===== src/vsp_pkg.sv =====
// Package for the varispeed sample player: widths, limits, codes and types.
// Used by every module of the block; depends on nothing.
package vsp_pkg;

  localparam int ADDR_W       = 16;
  localparam int SAMPLE_DEPTH = 1 << ADDR_W;
  localparam int LOAD_W       = ADDR_W + 1;
  localparam int MAX_BLOCK    = 64;
  localparam int COUNT_W      = 7;
  localparam int SAMPLE_W     = 16;
  localparam int FRAME_W      = 2 * SAMPLE_W;
  localparam int GAIN_W       = 16;
  localparam int STEP_W       = 22;
  localparam int FRAC_W       = 16;
  localparam int ACC_W        = 28;
  localparam int OFFS_W       = ACC_W - FRAC_W;
  localparam int POS_W        = 17;
  localparam int LEN_W        = 17;
  localparam int CFG_W        = 22;
  localparam int IDX_W        = 2;

  localparam logic [STEP_W-1:0] PITCH_MIN   = STEP_W'(7);
  localparam logic [STEP_W-1:0] PITCH_MAX   = STEP_W'(2097152);
  localparam logic [STEP_W-1:0] PITCH_RESET = STEP_W'(65536);
  localparam logic [GAIN_W-1:0] GAIN_UNITY  = GAIN_W'(32768);

  localparam logic [1:0] OP_LOAD   = 2'd0;
  localparam logic [1:0] OP_START  = 2'd1;
  localparam logic [1:0] OP_RENDER = 2'd2;

  localparam logic [IDX_W-1:0] CFG_PITCH  = IDX_W'(0);
  localparam logic [IDX_W-1:0] CFG_GAIN   = IDX_W'(1);
  localparam logic [IDX_W-1:0] CFG_LENGTH = IDX_W'(2);

  typedef enum logic [1:0] {
    MODE_INIT = 2'd0,
    MODE_PROC = 2'd1,
    MODE_DONE = 2'd2
  } play_mode_t;

  typedef struct packed {
    logic               wr_en;
    logic [ADDR_W-1:0]  waddr;
    logic [FRAME_W-1:0] wdata;
    logic               rd_en;
    logic [ADDR_W-1:0]  raddr;
  } store_req_t;

endpackage


===== src/vsp_scale.sv =====
// Shared gain multiplier with a registered product and round-half-up output.
// Depends on vsp_pkg.
module vsp_scale (
  input  logic                              clk,
  input  logic signed [vsp_pkg::SAMPLE_W-1:0] sample,
  input  logic        [vsp_pkg::GAIN_W-1:0]   gain,
  output logic signed [vsp_pkg::SAMPLE_W-1:0] result
);

  localparam int PROD_W = vsp_pkg::SAMPLE_W + vsp_pkg::GAIN_W + 1;
  localparam int SHIFT  = vsp_pkg::GAIN_W - 1;

  logic signed [PROD_W-1:0] prod;
  logic signed [PROD_W-1:0] rounded;

  always_ff @(posedge clk) begin
    prod <= PROD_W'(sample) * PROD_W'($signed({1'b0, gain}));
  end

  assign rounded = prod + PROD_W'(1 << (SHIFT - 1));
  assign result  = rounded[SHIFT + vsp_pkg::SAMPLE_W - 1:SHIFT];

endmodule


===== config.mk =====
export PLATFORM = sky130hd
export DESIGN_NAME = vsp_scale
export DESIGN_NICKNAME = d
export VERILOG_FILES = /design/src/vsp_pkg.sv /design/src/vsp_scale.sv
export SDC_FILE = /design/constraint.sdc
export NUM_CORES = 1
export LEC_CHECK = 0
export BUFFER_PORTS_ARGS = -buffer_cell sky130_fd_sc_hd__buf_2
export CORE_MARGIN = 4
export CORE_UTILIZATION = 25
export CTS_BUF_LIST = sky130_fd_sc_hd__clkbuf_8
export CTS_CLUSTER_SIZE = 14
export DETAILED_ROUTE_END_ITERATION = 7
export PLACE_DENSITY = 0.37
export REMOVE_ABC_BUFFERS = 1
export SYNTH_ARGS = -nofsm -noshare
export SYNTH_HDL_FRONTEND = slang
export SYNTH_SLANG_ARGS = --single-unit

===== constraint.sdc =====
create_clock -name clk -period 8.2 [get_ports clk]
set_clock_uncertainty 0.1 [all_clocks]
set_input_delay 1.23 -clock clk [delete_from_list [all_inputs] [get_ports clk]]
set_output_delay 1.23 -clock clk [all_outputs]
set_load 0.01 [all_outputs]

Word-level counts from Yosys, hierarchy flattened

Index checks and enable logic that the tools add are counted.

Multiply operators: 1
Add/subtract/negate cells: 1

Operator list:

| cell                   | count |
|---|---|
| $add 31x16->31 const B | 1 |
| $mul 16x17->31         | 1 |

Output and inout bits: 16
Bits in registers: 31
Input bits: 33

Depth between registers and ports, before layout

Gate-level depths: netlist of run 1.

Depth after elaboration: 1
Mapped depth: 22

Least setup slack after synthesis of run 1

OpenSTA, ideal clock, no wires.

Path type: input port to flip-flop
Start point: input port sample[1] (netlist name)
End point: register prod[28]
Arrival: 6.379 ns
Path buffers: 1
Path slack: 1.587 ns
Stages: 18
Path through: clkbuf_1 nand2_1 fa_1 fa_1 inv_1 fa_1 inv_1 fa_1 fa_1 fa_1 inv_1 ha_1 and3_1 nand4_1 o221a_1 o21ai_2 nor4_1 or4b_1

Cells in the longest elaborated chain, start to end: 1

RTL lines:

| item                   | line            | text |
|---|---|---|
| start: declaration     | vsp_scale.sv:5  | `input logic signed [vsp_pkg::SAMPLE_W-1:0] sample,` |
| $mul 16x17->31         | vsp_scale.sv:17 | `prod <= PROD_W'(sample) * PROD_W'($signed({1'b0, gain}));` |
| end signal: assignment | vsp_scale.sv:17 |  |
| end: declaration       | vsp_scale.sv:13 | `logic signed [PROD_W-1:0] prod;` |

Every way passes these cells.

Final worst setup path of run 1

Start point: input port sample[15] (netlist name)
End point: register prod[28]

Same word-level chain as after synthesis.

==> reports/metrics.yaml, run 1 <==
fillCellCount: 3909
finalSetupTns_ps: 0
postSynthCellCount: 1057
dp_hpwl_mm: 21.5
cts_hold_buf: 0
yosys.area.top_type: "fa_1"
yosysUniqueCellTypes: 47
final_hold_viol_count: 0
io_pins: 49
min_from: "gain[15]"
worstPathRequired_ps: 8210
max_cap_violations: 0
route.met2.wl_mm: 13.1
overflow: 0
fp.dieW_microns: 199
hold_end: "prod[30]"
wl_per_cell_microns: 16.4
firstDrtPassIters: 4
wl_mm: 25.2
drt_iter0_markers: 246
worst_slew_pin_slew_ps: 670
reg.largest.list: "prod (17)"
place_congestion: 0.792
syn_avg_cell_area_sq_um: 8.67
fin_nets: 1408
met3_length_microns: 338
slew_viol_final: 0
placed_cell_area_sq_mm: 0.00984
cpMostUsedCell: "fa_1"
antenna_left: 0
cts_root_buf: "clkbuf_8"
path_max_fanout: 12
synth_area_leaders: "fa_1 42%, ha_1 15%, inv_1 9.4%"
synth-seq-cells: 17
crit_chain: "buf_2 -> inv_1 -> nor2_1 -> fa_1 -> fa_1 -> fa_1 -> fa_1 -> fa_1 -> inv_1 -> fa_1 -> inv_1 -> ha_1 -> and3_1 -> nand4_1 -> nor4b_2 -> nor4_1 -> or4b_1"
min_delay_path_depth: 5
synthArstFlopShare_pct: 0
synth_top_area_share_pct: 42.2
post_drt_via_cell_ratio: 4.41
finalInstanceArea_sq_mm: 0.00989
core-area_sq_mm: 0.0358
htreeDepth: 1
drc: 0
grtUsageTotal_pct: 13.1
hold_path_class: "in2reg"
top_register: "prod"
syn_to_final_growth_pct: 7.91
grt_first_pass_wirelength_mm: 41.4
status: "complete, no violations"
path_class: "in2reg"
multiInputGateArea_sq_mm: 0.00782
cts-resized-gates: 0
numCtsBuffers: 3
grt_pass1_vias: 7521
syn_area_sq_mm: 0.00916
largest_register_ffs: 17
initial_core_util_pct: 25.6
clockBufferDepth: 2
synth_ff_type: "dfxtp_1"
crit_arrival_ps: 6960
setup_viol: 0
rows: 69
seq_area_sq_um: 340
dieArea_sq_mm: 0.0398
diodes: 0
timing.final.crit_period_ps: 6950
synth_edf_count: 0
relSlewSlack_pct: 55.2
wl_met1_mm: 11.6
clock_sinks: 17
crit_path_end_kind: "flop"
vias: 6763
critPathMaxStageDelay_ps: 590
cts_tree: "done"
rsz0062_at_grt: "false"
synth-seq-area-share_pct: 3.71
die_h_microns: 199
drive_above_1_share_pct: 5.50
top_layer_used: "met4"
cts_setup_buffers: 0
period_share_pct: 84.7
fmaxAchievable_mhz: 144
crit_path_start_kind: "input pin"
slowest_stage: "nor4b_2"
yosysWarnings: 0
grt_max_degree: 17
antenna_found_initial: 0
port_buffers: 48
clkTransAtPathRegs_ps: 60
## stage by stage
stage                     util, %  std cells  hold slack [ps]  setup WS (ps)
after floorplan                 -       1019             1530           1820
final                        27.6       1533             1710           1250
after CTS                    27.6       1533             1740           1230
after global placement       27.5       1529             1630           1040
after global routing         27.6       1533             1800            995
after detailed placement     27.5       1529             1630            980
## placed cells by master, fill, tap and decap left out, drive strengths merged, types with 3 or more instances in the layout
cell / netlist / routed
inv: 229 / 230
fa: 193 / 193
nand2: 153 / 153
and2: 113 / 113
ha: 109 / 109
buf: 3 / 49
nor2: 30 / 30
a21oi: 27 / 27
xnor2: 23 / 23
o21ai: 22 / 22
dfxtp: 17 / 17
xor2: 12 / 12
nand3: 11 / 11
and3: 9 / 9
nand4: 8 / 8
nand2b: 7 / 7
o211ai: 6 / 6
a211oi: 4 / 4
o21bai: 4 / 4
nor3: 4 / 4
a21o: 4 / 4
a31oi: 3 / 3
o21a: 3 / 3
nor4: 3 / 3
a31o: 3 / 3
clkbuf: 35 / 3
## cell families after synthesis
family / after synthesis / share of synthesized area [%]
compound gates: 87 / 6.02
xor+xnor: 35 / 3.35
fa+ha+maj: 302 / 57.1
buf+inv: 267 / 11.0
flops: 17 / 3.71
mux: 1 / 0.109
simple gates: 348 / 18.8
## worst max-delay path by stage
| stage | from | to | slack (ps) | depth (start not counted) |
|---|---|---|---|---|
| 2_1_floorplan | gain[13] | prod[28] | 1820 | 18 |
| 3_3_place_gp | sample[7] | prod[28] | 1040 | 18 |
| 3_5_place_dp | sample[7] | prod[28] | 980 | 17 |
| 4_1_cts | sample[7] | prod[28] | 1230 | 17 |
| 5_1_grt | gain[9] | prod[28] | 990 | 17 |
| 6_report | sample[15] | prod[28] | 1250 | 17 |
## critical path, delay by kind of cell
| kind | cells | cell delay [ps] |
|---|---|---|
| buffers and inverters | 4 | 650 |
| AND/OR/NAND/NOR | 6 | 1770 |
| adder cells (fa/ha/maj) | 7 | 3290 |
## cells in the mapped netlist, types with 7 or more instances
cell and n:
nand4_1 8, ha_1 109, nand2_1 153, inv_1 229, and2_1 113, a21oi_1 27
nand3_1 11, nor2_1 30, fa_1 193, dfxtp_1 17, o21ai_0 17, and3_1 9
xnor2_1 23, nand2b_1 7, clkbuf_1 35, xor2_1 12
## layer usage
metal	global-route usage, %	vias up
li1	-	3232
met1	17.8	3455
met2	24.2	65
met3	0.472	11
met4	0.780	0
met5	0	-
## area by class of cell
| cell class | count | area share (%) |
|---|---|---|
| clock inverters | 1 | 0.0380 |
| multi-input cells | 773 | 79.1 |
| repair buffers | 49 | 2.51 |
| inverters | 229 | 8.70 |
| flip-flops and latches | 17 | 3.44 |
| well taps | 461 | 5.83 |
| clock buffers | 3 | 0.418 |
Power of run 1 is not shown: default switching activity piles up to over one toggle a cycle in this logic, so the estimate is an artifact.
==> run 2, diff against run 1 <==
ABC_AREA = 1   (was default)
PLACE_DENSITY = 0.39   (was 0.37)
clock period = 6.07 ns   (was 8.2 ns; I/O delays follow)
==> reports/metrics.yaml, run 2 <==
status: "complete, no violations"
relSlewSlack_pct: 74.1
core-area_sq_mm: 0.0387
clockBufferDepth: 2
max_cap_violations: 0
synth_top_area_share_pct: 39.3
yosysUniqueCellTypes: 28
slowest_stage: "fa_1"
crit_arrival_ps: 5910
post_drt_via_cell_ratio: 4.06
clkTransAtPathRegs_ps: 60
grt_pass1_vias: 9128
slew_viol_final: 0
grtUsageTotal_pct: 13.7
setup_viol: 0
cpMostUsedCell: "fa_1"
worstSetupEndpoint: "prod[29]"
dp_slack_ps: -58.6
synth-compound-area-share_pct: 2.94
drt_iter0_markers: 255
rows: 72
worst_slew_pin_slew_ps: 389
largest_register_ffs: 17
yosys.area.top_type: "fa_1"
initial_core_util_pct: 25.4
syn_avg_cell_area_sq_um: 7.23
synth_top_family_by_area: "adder cells"
fin_nets: 1766
clock_sinks: 17
drive_above_1_share_pct: 11.3
synth_edf_count: 0
firstDrtPassIters: 4
fillCellCount: 4371
muxShareOfSynthArea_pct: 0
vias: 7911
hold_path_class: "in2reg"
synthTopCellsByCount: "408 x inv_1, 388 x nand2_1, 193 x fa_1"
antenna_found_initial: 0
antenna_left: 0
port_buffers: 48
synth_ff_type: "dfxtp_1"
yosysWarnings: 0
synthXorXnorAreaFrac_pct: 2.03
die_h_microns: 206
reg.largest.list: "prod (17)"
synth-seq-area-share_pct: 3.46
numCtsBuffers: 3
place_congestion: 0.827
fmaxAchievable_mhz: 170
synthArstFlopShare_pct: 0
crit_path_end_kind: "flop"
drc: 0
fp.dieW_microns: 206
postSynthCellCount: 1361
io_pins: 49
synth_area_leaders: "fa_1 39%, inv_1 16%, nand2_1 15%"
layout_commonest_cell: "inv_1"
synth_fa_ha_area_share_pct: 53.1
critPathMaxStageDelay_ps: 550
final_hold_viol_count: 0
top_register: "prod"
timing.final.crit_period_ps: 5870
path_class: "in2reg"
wl_mm: 27.0
grt_first_pass_wirelength_mm: 46.7
crit_path_start_kind: "input pin"
crit_chain: "buf_2 -> buf_4 -> nand2_1 -> inv_1 -> fa_1 -> inv_1 -> fa_1 -> fa_1 -> inv_1 -> fa_1 -> fa_1 -> inv_1 -> fa_1 -> inv_1 -> ha_1 -> nand2_1 -> nor2_1 -> and2_1 -> nand2_1 -> nand3_1 -> nand3_1 -> nand3_1 -> nand2_1"
dp_hpwl_mm: 24.2
overflow: 0
htreeDepth: 1
cts_tree: "done"
syn_area_sq_mm: 0.00984
synth-seq-cells: 17
diodes: 0
path_max_fanout: 7
grt_max_degree: 17
dieArea_sq_mm: 0.0426
setup_ws_ps: 199
synth.most_common_cell: "inv_1"
worstPathRequired_ps: 6110
synth-simple-area-share_pct: 20.8
startpoint: "gain[7]"
mostFrequentLayoutCells: "407 x inv_1, 388 x nand2_1, 193 x fa_1"
wl_per_cell_microns: 13.9
cts_root_buf: "clkbuf_8"
syn_to_final_growth_pct: 13.8
period_share_pct: 96.7
==> run 2: cell count changes in the layout (fill, tap and decap cells not counted), sizes merged, moves of 9 or more <==
| cell | change |
|---|---|
| nand2 | +241 |
| inv | +177 |
| buf | +64 |
| and2 | -111 |
| xnor2 | -12 |
| nand3 | +20 |
| nor2 | +26 |
| and3 | -9 |
==> run 2: worst min path at each step <==
stage	slack, ps	to	from	depth (start not counted)
2_1_floorplan	1210	result[15]	prod[30]	1
3_3_place_gp	1360	result[7]	prod[22]	2
3_5_place_dp	1350	result[7]	prod[22]	2
4_1_cts	1240	prod[30]	sample[15]	7
5_1_grt	1370	prod[30]	sample[15]	7
6_report	1230	prod[30]	sample[15]	7
==> run 2: metal layers <==
metal  part of all wire, %  global-route usage (%)
met2                    50                    25.4
met5                     0                       0
met3                   1.4                   0.581
met4                  0.66                   0.927
met1                    48                    18.4
==> run 2: per-stage QoR <==
stage          hold slack (ps)  TNS [ps]  cells  instance area (sq um)  utilization, %
2_1_floorplan             1210         0   1306                   9630               -
3_3_place_gp              1360      -444   1940                  11000            28.5
3_5_place_dp              1350      -176   1940                  11000            28.5
4_1_cts                   1240         0   1944                  11100            28.6
5_1_grt                   1370     -9.78   1948                  11200            28.9
6_report                  1230         0   1948                  11200            28.9
==> run 2: cells by family after synthesis <==
kind of cell / count (synthesis)
AND/OR/NAND/NOR: 502
adder cells (fa/ha/maj): 302
XOR/XNOR: 22
AO/OA/AOI/OAI: 55
flip-flops: 17
buffers and inverters: 463
==> run 2: cell type report <==
type,count,area (sq um),area share (%)
multi-input cells,881,7820,69.8
inverters,408,1540,13.7
well taps,518,648,5.79
repair buffers,120,811,7.24
flip-flops and latches,17,340,3.04
clock inverters,1,5.00,0.0447
clock buffers,3,41.3,0.369
==> run 2: critical path, delay by kind of cell <==
family,cells,cell delay (ps)
fa+ha+maj,7,3270
buf+inv,7,620
simple gates,9,1100
==> run 2: what timing repair did <==
| item | 4_1_cts | 5_1_grt |
|---|---|---|
| gates resized for setup | 0 | 23 |
| endpoints found under the setup margin | 0 | 10 |
| setup buffers | 0 | 4 |
| hold buffers | 0 | 0 |
Power of run 2 is left out for the same reason.
